===== config.mk =====
export PLATFORM = sky130hd
export DESIGN_NAME = les_ram
export DESIGN_NICKNAME = d
export VERILOG_FILES = /design/src/rtl/les_ram.sv
export SDC_FILE = /design/constraint.sdc
export NUM_CORES = 1
export LEC_CHECK = 0
export BUFFER_PORTS_ARGS = -buffer_cell sky130_fd_sc_hd__buf_2
export CAP_MARGIN = 40
export CORE_UTILIZATION = 45
export DETAILED_ROUTE_END_ITERATION = 10
export PLACE_DENSITY = 0.68
export SYNTH_ARGS = -nofsm -noshare
export SYNTH_HDL_FRONTEND = slang
export SYNTH_SLANG_ARGS = --single-unit

===== constraint.sdc =====
create_clock -name aclk -period 4.3 [get_ports aclk]
set_clock_uncertainty 0.1 [all_clocks]
set_input_delay 0.86 -clock aclk [delete_from_list [all_inputs] [get_ports aclk]]
set_output_delay 0.86 -clock aclk [all_outputs]
set_load 0.005 [all_outputs]

===== src/rtl/les_ram.sv =====
// Generic single-port-write, single-port-read RAM with registered read data.
// No dependencies.
`default_nettype none

module les_ram #(
    parameter int WIDTH  = 8,
    parameter int DEPTH  = 16,
    parameter int ADDR_W = (DEPTH > 1) ? $clog2(DEPTH) : 1
) (
    input  wire logic              aclk,
    input  wire logic              wr_en,
    input  wire logic [ADDR_W-1:0] wr_addr,
    input  wire logic [WIDTH-1:0]  wr_data,
    input  wire logic [ADDR_W-1:0] rd_addr,
    output logic      [WIDTH-1:0]  rd_data
);

    logic [WIDTH-1:0] mem [DEPTH];
    logic [WIDTH-1:0] rd_data_reg;

    // Write port and registered read port
    always_ff @(posedge aclk) begin
        if (wr_en) begin
            mem[wr_addr] <= wr_data;
        end
        rd_data_reg <= mem[rd_addr];
    end

    assign rd_data = rd_data_reg;

endmodule

`default_nettype wire


==> out/metrics.yaml <==
hold_path:
  holdPathEnd: "rd_data[3]"
  holdCritStartpoint: "mem[14][3]"
  hold_path_depth: 3
  hp-class: "reg -> reg"
setup_path:
  r2r-end: "rd_data[0]"
  path_class: "in -> reg"
  cp_max_fo: 22
  required_ps: 4500
  critPathLaunchType: "input pin"
  path_buf_inv: 2
  slowest_delay_ps: 570
  crit_slowest_cell: "mux4_1"
  endpoint_kind: "flop"
  timing.rr.start: "mem[1][0]"
  r2r_cells: 3
  critPathTopFamily: "buffers and inverters"
  r2r_slack_ps: 2780
  crit_chain: "buf_2, buf_4, mux4_1, a22oi_1, nand2_1"
  crit_arrival_ps: 2670
synthesis:
  synth.most_common_cell: "edfxtp_1"
  yosysWarnings: 0
  synth_ff_type: "edfxtp_1"
  yosysUniqueCellTypes: 19
  syn_nets: 247
  async_flop_share_pct: 0
  ys_seq_area_share_pct: 77.8
  synthCells: 229
  synthTopCellsByArea: "edfxtp_1 (75%), mux4_2 (7.9%), mux4_1 (7.1%)"
  syn_avg_cell_area_sq_um: 22.5
  yosys.area.top_type: "edfxtp_1"
  yosysTopAreaCellShare_pct: 74.7
  syn_area_sq_mm: 0.00515
  synth-edff-count: 128
  synth_commonest_cells: "edfxtp_1 (128), mux4_2 (18), a22oi_1 (16), mux4_1 (14), nor2_1 (13)"
  synth_seq_cells: 136
global_routing:
  grt_pass1_vias: 2468
  overflow: 0
  track_usage_pct: 18.6
  grt_antenna_before_repair: 1
  grt_pass1_wl_mm: 14.7
  grt_max_degree: 33
sta:
  rsz0062_at_grt: "no"
  setup_viol: 0
  slew_violations: 0
  relSlewSlack_pct: 43.9
  clock.fmax_mhz: 405
  tns_ps: 0
  fin_crit_ps: 2470
  period_share_pct: 57.4
  tightestPinTransition_ps: 839
  hold_viol_final: 0
clocking:
  cts_tree: "built"
  cts_buffers: 17
  clock-sinks: 136
  cts_setup_buffers: 0
  cts_resized: 0
  cts_root_buffer: "clkbuf_16"
  cts.path.max_buffers: 2
  path_clk_slew_ps: 60
  cts.htree.levels: 4
  insertion_delay_ps: 410
  cts_hold_buffers: 0
routing:
  via_per_inst: 5.59
  wl_per_cell_microns: 22.5
  drt-total-wl_mm: 9.68
  antenna_left: 0
  first_iter_violations: 203
  first_pass_iters: 4
  vias: 2409
  drc: 0
die:
  num_rows: 38
  die-area_sq_mm: 0.0119
  pin_count: 26
  initial_core_util_pct: 46.9
  die-height_microns: 109
  core_area_sq_mm: 0.0110
  die_x_microns: 109
cells_and_area:
  finalNetCount: 296
  stdcell_area_sq_mm: 0.00612
  drive_above_1_share_pct: 30.6
  areaGrowthSynthToFinish_pct: 19.0
  n_antenna_cell: 0
  fin_cells: 431
  largest_reg_flops: 128
  final_util_pct: 55.8
job:
  drv_cap: 0
placed_design:
  gp_congestion: 0.721
  io_buffer_count: 25
  place_inst: 398
  postPlaceCellArea_sq_mm: 0.00547
  hpwlAfterDp_mm: 6.27
power:
  p_seq_share_pct: 46.9
  power.density_mw_per_mm2: 519
  intPower_uw: 2580
  p_leak_uw: 0.00209
  p_comb_share_pct: 4.1
  p_clk_share_pct: 49.0
  max-vdd-ir-drop_mv: 0.306
  netSwitchingFraction_pct: 18.7
  power_switching_uw: 593
status:
  status: "finished clean"
-- worst register-to-register path, stage by stage, from the launching register on --
cell and delay [ps]:
edfxtp_1 340, mux4_1 500, a22oi_1 320, nand2_1 130
-- cell type report --
class | instances | area (sq um)
fill | 807 | 4860
sequential | 136 | 4000
multi-input combinational | 83 | 1060
clock buffer | 21 | 450
timing repair buffer | 40 | 238
clock inverter | 11 | 195
tap | 140 | 175
-- how the worst max path moves through the flow --
stage	cells after the start	end	startpoint	slack (ps)
floorplan	2	mem[0][0]	wr_addr[2]	1850
global route	5	rd_data[3]	rd_addr[0]	1670
CTS	5	rd_data[3]	rd_addr[0]	1780
global placement	5	rd_data[3]	rd_addr[0]	1350
detailed placement	5	rd_data[3]	rd_addr[0]	1340
finish	5	rd_data[3]	rd_addr[0]	1830
-- through the flow --
stage / setup slack, ps / total power, uW / hold WS (ps)
global route: 1670 / 3270 / 599
global placement: 1350 / 1640 / 546
CTS: 1780 / 3200 / 576
finish: 1830 / 3180 / 568
floorplan: 1850 / 1590 / 529
detailed placement: 1340 / 1650 / 562
-- metal layers --
| layer | global-route usage, % | up-vias | share of wire [%] |
|---|---|---|---|
| met5 | 0 | - | 0.17 |
| met4 | 8.01 | 2 | 1.8 |
| met3 | 5.56 | 17 | 6.5 |
| met2 | 29.1 | 88 | 49 |
| met1 | 24.2 | 1230 | 42 |
| li1 | - | 1072 | - |
-- placed cells by master, fill, tap and decap left out, drive strengths merged --
cell type,count
nor2b,1
nand2b,2
edfxtp,128
nor2,13
and2b,1
clkinv,5
nor3,4
buf,40
nand3,1
nand3b,2
clkbuf,21
or3b,1
dfxtp,8
bufinv,5
and2,1
inv,1
mux4,32
a22oi,16
nand2,9
-- power groups by stage --
stage	logic, uW	clock network, uW	registers, uW
after floorplan	75.2	0	1520
after global placement	126	0	1520
after detailed placement	131	0	1520
after CTS	132	1580	1490
after global routing	142	1640	1490
final	129	1560	1490
-- cell families after synthesis --
family	Yosys count	share of synthesized area, %
AO/OA/AOI/OAI	16	2.33
buffers and inverters	10	1.68
flip-flops	136	77.8
multiplexers	32	15.0
AND/OR/NAND/NOR	35	3.18
Power figures use the tool's default switching activity.
