**config.mk**
```make
export PLATFORM = sky130hd
export DESIGN_NAME = les_cell
export DESIGN_NICKNAME = d
export VERILOG_FILES = /design/src/rtl/les_pkg.sv /design/src/rtl/les_cell.sv
export SDC_FILE = /design/constraint.sdc
export NUM_CORES = 1
export LEC_CHECK = 0
export BUFFER_PORTS_ARGS = -buffer_cell sky130_fd_sc_hd__buf_4
export CORE_ASPECT_RATIO = 0.8
export CORE_MARGIN = 4
export CORE_UTILIZATION = 43
export DETAILED_ROUTE_END_ITERATION = 16
export MAX_ROUTING_LAYER = met4
export PLACE_DENSITY = 0.72
export SYNTH_ARGS = -nofsm -noshare
export SYNTH_HDL_FRONTEND = slang
export SYNTH_SLANG_ARGS = --single-unit
```
**constraint.sdc**
```tcl
create_clock -name vclk -period 17.4
set_input_delay 3.48 -clock vclk [all_inputs]
set_output_delay 3.48 -clock vclk [all_outputs]
set_load 0.02 [all_outputs]
```
**src/rtl/les_pkg.sv**
```systemverilog
// Shared types, widths and constants for the largest empty square finder.
// No dependencies; used by les_ram's instantiation, les_cell and the top level.
`default_nettype none

package les_pkg;

    // Grid limits
    localparam int MAX_COLUMNS = 1024;
    localparam int MAX_ROWS    = 1024;

    // Field widths
    localparam int CHAR_W = 8;
    localparam int DIM_W  = 11;
    localparam int CNT_W  = 11;
    localparam int POS_W  = 10;
    localparam int COL_W  = (MAX_COLUMNS > 1) ? $clog2(MAX_COLUMNS) : 1;
    localparam int ROW_W  = (MAX_ROWS > 1) ? $clog2(MAX_ROWS) : 1;

    // Obstacle byte ('o')
    localparam logic [CHAR_W-1:0] OBSTACLE_CHAR = 8'h6F;

    // Configuration register indexes
    localparam int CFG_IDX_W = 2;
    localparam logic [CFG_IDX_W-1:0] CFG_GRID_COLUMNS = 2'd0;
    localparam logic [CFG_IDX_W-1:0] CFG_GRID_ROWS    = 2'd1;

    // Neighbor counts of the current cell, already zeroed at the grid edges
    typedef struct packed {
        logic [CNT_W-1:0] up;
        logic [CNT_W-1:0] left;
        logic [CNT_W-1:0] diag;
    } nbr_t;

    // Last column index for a written column register (0 acts as 1, clamp at max)
    function automatic logic [COL_W-1:0] last_col(input logic [DIM_W-1:0] v);
        logic [COL_W-1:0] r;
        if (v == '0) begin
            r = '0;
        end else if (32'(v) > MAX_COLUMNS) begin
            r = COL_W'(MAX_COLUMNS - 1);
        end else begin
            r = COL_W'(v - 1'b1);
        end
        return r;
    endfunction

    // Last row index for a written row register
    function automatic logic [ROW_W-1:0] last_row(input logic [DIM_W-1:0] v);
        logic [ROW_W-1:0] r;
        if (v == '0) begin
            r = '0;
        end else if (32'(v) > MAX_ROWS) begin
            r = ROW_W'(MAX_ROWS - 1);
        end else begin
            r = ROW_W'(v - 1'b1);
        end
        return r;
    endfunction

endpackage

`default_nettype wire

```
**src/rtl/les_cell.sv**
```systemverilog
// Per-cell square count: zero for an obstacle, else one plus min of three neighbors.
// Depends on les_pkg.
`default_nettype none

module les_cell (
    input  wire logic [les_pkg::CHAR_W-1:0] cell_char,
    input  wire les_pkg::nbr_t              nbr,
    output logic      [les_pkg::CNT_W-1:0]  count
);

    logic [les_pkg::CNT_W-1:0] min_up_left;
    logic [les_pkg::CNT_W-1:0] min_all;

    // Take the minimum of up, left and diagonal
    always_comb begin
        min_up_left = (nbr.left < nbr.up) ? nbr.left : nbr.up;
        min_all     = (nbr.diag < min_up_left) ? nbr.diag : min_up_left;
    end

    // Obstacle blocks every square ending here
    assign count = (cell_char == les_pkg::OBSTACLE_CHAR) ? '0 : min_all + 1'b1;

endmodule

`default_nettype wire

```
==> results of run 1 <==
==> power breakdown <==
part	switching, W	internal, W	total, W
Clock	0	0	0
Sequential	0	0	0
Combinational	0.0000458	0.0000372	0.0000829
Total	0.0000458	0.0000372	0.0000829
==> worst max path at each step <==
stage	slack (ns)	to	depth (start not counted)	start
2_1_floorplan	6.53	count[10]	24	nbr[32]
3_3_place_gp	5.81	count[10]	23	nbr[21]
3_5_place_dp	5.74	count[10]	23	nbr[21]
4_1_cts	5.73	count[10]	23	nbr[21]
5_1_grt	5.12	count[10]	24	nbr[28]
6_report	5.73	count[10]	24	nbr[24]
==> kinds of logic after synthesis <==
family / count (synthesis) / synth area share, %
AOI/OAI and AO/OA: 52 / 27.7
buffers and inverters: 17 / 6.19
and+or+nand+nor: 83 / 33.6
adders and majority gates: 21 / 19.4
xor gates and xnor gates: 15 / 9.70
muxes: 4 / 3.33
==> through the flow <==
step | area, um2 | cells | util, %
after floorplan | 1350 | 192 | -
after global placement | 1750 | 277 | 60.6
after detailed placement | 1750 | 277 | 60.6
after CTS | 1750 | 277 | 60.6
after global routing | 1750 | 277 | 60.6
final | 1750 | 277 | 60.6
==> final cells by class <==
| type | count | area, um2 |
|---|---|---|
| tap | 38 | 47.5 |
| timing repair buffer | 52 | 390 |
| inverter | 12 | 45.0 |
| fill | 294 | 1140 |
| multi-input combinational | 175 | 1270 |
==> worst max-delay path, delay by kind of cell <==
kind | cells | cell delay, ns
AOI/OAI and AO/OA | 7 | 1.57
adders and majority gates | 3 | 0.91
buffers and inverters | 4 | 0.48
and+or+nand+nor | 10 | 1.73
==> per-layer routing <==
| metal | GRT usage (%) | vias up | routed length, um |
|---|---|---|---|
| met2 | 31.4 | 67 | 1580 |
| met3 | 1.91 | 0 | 325 |
| met5 | - | - | 0 |
| li1 | - | 798 | - |
| met4 | 0 | 0 | 0 |
| met1 | 27.2 | 680 | 1820 |
==> cell usage after synthesis (all sizes together) (2+ instances only) <==
cell type   n  area share (%)
xnor2       9             5.8
a21o        6             3.9
a31oi       2            0.92
a21oi      28              13
buf         4             2.6
nor3       10             3.7
nor2b       2             1.5
nand3       9             3.3
nand4       9             4.2
o21ai       8             3.2
mux2i       3             2.2
ha         21              19
nand2      12             3.5
inv        12             3.3
and3        7             3.2
o21a        2             1.1
xor2        6             3.9
nand2b      2            0.92
nor2       25             8.9
a211oi      5             3.5
==> metrics.yaml, run 1 <==
run_status:
  status: "finished clean"
critical_path:
  critPathKind: "in2out"
  crit_chain: "buf_4, inv_1, ha_1, a21oi_1, o21ai_2, a21o_4, nor2_8, nand2_1, o21ai_1, inv_1, ha_1, nand4_1, nor3_1, nand2b_1, o2111ai_4, nor2_1, a21oi_1, ha_1, and2_1, nand4_1, o21a_1, nor3_1, nor4_2, buf_4"
  worst_ep_required_time_ns: 13.92
  cpPeakStageDelay_ns: 0.51
  crit_slowest_cell: "o2111ai_4"
  start_kind: "input pin"
  arrival_ns: 8.19
  cp_common_cell: "ha_1"
  endpoint_kind: "output port"
  cp_max_fo: 22
min_path:
  worstHoldEndpoint: "count[5]"
  min_from: "nbr[5]"
  hold_class: "in2out"
  min_delay_path_depth: 5
synth:
  synth_fp_nets: 254
  postSynthAreaPerCell_um2: 7.05
  syn_area_mm2: 0.00135
  yosysWarnings: 0
  synth-seq-area-share_pct: 0
  postSynthCellCount: 192
  ys_types: 43
sta:
  tightest_slew_ns: 0.770
  max_slew_margin_pct: 48.5
  hold_viol_final: 0
  fin_crit_ns: 11.67
  finalCritPeriodShare_pct: 67.1
  grt_setup_unrepaired: "false"
  fmaxAchievable_mhz: 85.7
  setup_viol: 0
  worst_slack_ns: 5.73
  hold_ws_ns: 7.44
  fin_tns_setup_ns: 0
  final_max_slew_viol_count: 0
grt:
  grt_use_total_pct: 19.2
  grt_overflow: 0
  grt_pass1_vias: 1503
  grt_max_degree: 23
  antenna_found_initial: 0
  grt_pass1_wl_um: 6600
die:
  die-area_mm2: 0.00412
  ios: 52
  die_x_um: 70.7
  initial_core_util_pct: 46.8
  die_height_um: 58.2
  placementRows: 17
  coreArea_mm2: 0.00289
routing:
  drt_iter0_markers: 43
  vias_per_cell: 5.58
  wl_per_cell_um: 13.5
  num_vias: 1545
  ant_nets: 0
  drt-total-wl_um: 3730
  drt_first_pass_iters: 4
  drc: 0
finish:
  area_delta_synth_final_pct: 29.5
  mostFrequentLayoutCells: "buf_4, a21oi_1, nor2_1"
  seq_cell_count: 0
  final_common_cell: "buf_4"
  regArea_um2: 0
  insertedDiodeCount: 0
  nClkBuffers: 0
  drive_above_1_share_pct: 29.7
  finalNetCount: 303
power_and_ir_drop:
  p_per_area_mw_per_mm2: 47.3
  p_leak_nw: 0.829
  finalPower_w: 0.0000829
  vdd_ir_drop_max_uv: 39.1
place:
  dp_worst_setup_slack_ns: 5.74
  port_buffers: 52
  dp_hpwl_um: 3220
  globalplace.congestion: 0.856
cts:
  cts_hold_buf: 0
  ctsResizeCount: 0
  post_cts_buffers: 0
job:
  drv_cap: 0
(Power assumes the default switching activity.)
==> run 2: changes to the inputs <==
--- a/config.mk
+++ b/config.mk
@@ -5,13 +5,14 @@
 export SDC_FILE = /design/constraint.sdc
 export NUM_CORES = 1
 export LEC_CHECK = 0
+export ABC_AREA = 1
 export BUFFER_PORTS_ARGS = -buffer_cell sky130_fd_sc_hd__buf_4
 export CORE_ASPECT_RATIO = 0.8
 export CORE_MARGIN = 4
 export CORE_UTILIZATION = 43
 export DETAILED_ROUTE_END_ITERATION = 16
 export MAX_ROUTING_LAYER = met4
-export PLACE_DENSITY = 0.72
+export PLACE_DENSITY = 0.74
 export SYNTH_ARGS = -nofsm -noshare
 export SYNTH_HDL_FRONTEND = slang
 export SYNTH_SLANG_ARGS = --single-unit
==> constraint.sdc (replaced) <==
create_clock -name vclk -period 12
set_input_delay 2.4 -clock vclk [all_inputs]
set_output_delay 2.4 -clock vclk [all_outputs]
set_load 0.02 [all_outputs]
==> run 2 against run 1 <==
Total power increased by 51%; setup slack got worse by 2.1 ns; die area decreased by 10%; global-route usage decreased by 3.6 points; clock-buffer cell count unchanged; combinational power increased by 51%; critical path type unchanged; largest cell class unchanged.
==> metrics.yaml, run 2 <==
critical_path:
  critPathKind: "in2out"
  cp_max_fo: 21  # -4.5%
  arrival_ns: 5.98  # -2.21 ns
  start_kind: "input pin"
  endpoint_kind: "output port"
  worst_ep_required_time_ns: 9.60  # -4.32 ns
cts:
  post_cts_buffers: 0  # unchanged
  cts_hold_buf: 0  # unchanged
  ctsResizeCount: 0  # unchanged
sta:
  worst_slack_ns: 3.62  # -2.12 ns
  finalCritPeriodShare_pct: 69.9
  max_slew_margin_pct: 58.0  # +9.5 points
  fmaxAchievable_mhz: 119
  grt_setup_unrepaired: "false"
  fin_tns_setup_ns: 0  # unchanged
  setup_viol: 0  # unchanged
  hold_viol_final: 0  # unchanged
  final_max_slew_viol_count: 0  # unchanged
  tightest_slew_ns: 0.624  # -0.145 ns
  fin_crit_ns: 8.38
finish:
  final_util_pct: 62.5  # +1.9 points
  drive_above_1_share_pct: 29.8  # +0.14 points
  regArea_um2: 0  # unchanged
  nClkBuffers: 0  # unchanged
  stdcell_area_mm2: 0.00159  # -9.4%
  insertedDiodeCount: 0  # unchanged
  final_common_cell: "buf_4"
  mostFrequentLayoutCells: "buf_4, nand2_1, inv_1"
  area_delta_synth_final_pct: 33.0
  seq_cell_count: 0  # unchanged
  finalNetCount: 322  # +6.3%
synth:
  postSynthAreaPerCell_um2: 5.66  # -20%
  synth-seq-area-share_pct: 0  # unchanged
  synthTopCellsByArea: "ha_1, nand2_1, inv_1"
  synth_fp_nets: 273  # +7.5%
  syn_area_mm2: 0.00119  # -12%
  postSynthCellCount: 211  # +9.9%
  yosysWarnings: 0  # unchanged
  synthTopCellsByCount: "nand2_1, inv_1, ha_1"
  ys_types: 26  # -40%
  yosysMostFrequentCell: "nand2_1"
  yosysTopAreaCell: "ha_1"
  yosysTopAreaCellShare_pct: 22.0  # +2.6 points
power_and_ir_drop:
  vdd_ir_drop_max_uv: 50.4  # +29%
  p_leak_nw: 0.952  # +15%
  p_seq_share_pct: 0  # unchanged
  intPower_w: 0.0000511  # +37%
  clock_power_share_pct: 0  # unchanged
  finalPower_w: 0.000125  # +51%
  p_per_area_mw_per_mm2: 78.6  # +66%
  combPwrFrac_pct: 100.0  # about the same
  switching_power_w: 0.0000738  # +61%
  swShare_pct: 59.1  # +3.9 points
routing:
  num_vias: 1380  # -11%
  drc: 0  # unchanged
  drt_iter0_markers: 59  # +37%
  ant_nets: 0  # unchanged
  drt_first_pass_iters: 4  # unchanged
  vias_per_cell: 4.69  # -16%
  drt-total-wl_um: 2790  # -25%
  wl_per_cell_um: 9.49  # -30%
min_path:
  min_from: "cell_char[7]"
  min_delay_path_depth: 4  # -1
  hold_class: "in2out"
  worstHoldEndpoint: "count[1]"
die:
  ios: 52  # unchanged
  coreArea_mm2: 0.00254  # -12%
  die_height_um: 55.2  # -5.2%
  die_x_um: 66.9  # -5.4%
  die-area_mm2: 0.00369  # -10%
  initial_core_util_pct: 47.0  # +0.20 points
  placementRows: 16  # -1
grt:
  grt_overflow: 0  # unchanged
  grt_pass1_wl_um: 4550  # -31%
  busiest_layer: "met2"
  use_met1_pct: 23.1  # -4.1 points
  grt_use_total_pct: 15.6  # -3.6 points
  grtUsageMet3_pct: 0.202  # -1.7 points
  grt_pass1_vias: 1125  # -25%
  grt_max_degree: 22  # -4.3%
  grt_util_met2_pct: 25.5  # -5.9 points
  antenna_found_initial: 0  # unchanged
place:
  port_buffers: 52  # unchanged
  post_dp_cell_area_mm2: 0.00159  # -9.4%
  globalplace.congestion: 0.805  # -5.9%
  dp_worst_setup_slack_ns: 3.65  # -2.09 ns
  dp_hpwl_um: 2540  # -21%
job:
  drv_cap: 0  # unchanged
run_status:
  status: "finished clean"
[run 2: critical path, cell delays in order]
cell and delay, ns:
buf_4 0.11, ha_1 0.30, a21o_1 0.18, nor2_1 0.19
nand3_2 0.32, o21ai_0 0.40, inv_1 0.08, ha_1 0.30
a21oi_1 0.06, o21a_1 0.16, o221a_2 0.33, nand2_4 0.18
nand2_1 0.09, nand2_2 0.09, ha_1 0.18, nand2_2 0.10
nor2_1 0.19, nand2_1 0.08, nand2_1 0.06, nor2_1 0.05
buf_4 0.15
[run 2: logic make-up after synthesis]
family / share of synthesized area, %
buf+inv: 15.7
simple gates: 48.0
fa+ha+maj: 22.0
compound gates: 14.3
[run 2: area by class of cell]
cell class         count  area, um2
fillers              266        953
inverters             39        146
multi-input cells    167       1010
well taps             36       45.0
repair buffers        52        390
[run 2: worst max-delay path by stage]
stage,slack [ns],end,from,cells after the start
3_5_place_dp,3.65,count[8],nbr[21],21
4_1_cts,3.63,count[8],nbr[21],21
5_1_grt,3.23,count[8],nbr[32],22
3_3_place_gp,3.67,count[8],nbr[21],21
2_1_floorplan,4.07,count[4],nbr[32],19
6_report,3.62,count[8],nbr[21],21
[run 2: per-stage QoR]
step | std cells | hold slack, ns
floorplan | 211 | 5.05
global placement | 294 | 5.19
global route | 294 | 5.24
CTS | 294 | 5.19
detailed placement | 294 | 5.18
finish | 294 | 5.18
[run 2: metal layers]
| layer | wire [um] | vias to the layer above | part of all wire [%] |
|---|---|---|---|
| li1 | - | 773 | - |
| met1 | 1470 | 573 | 53 |
| met2 | 1140 | 34 | 41 |
| met3 | 182 | 0 | 6.5 |
| met4 | 0 | 0 | 0 |
| met5 | 0 | - | 0 |
[run 2: power groups by stage]
stage	Clock [W]	Sequential (W)	Combinational, W
floorplan	0	0	0.0000894
CTS	0	0	0.000126
detailed placement	0	0	0.000126
global placement	0	0	0.000125
finish	0	0	0.000125
global route	0	0	0.000141
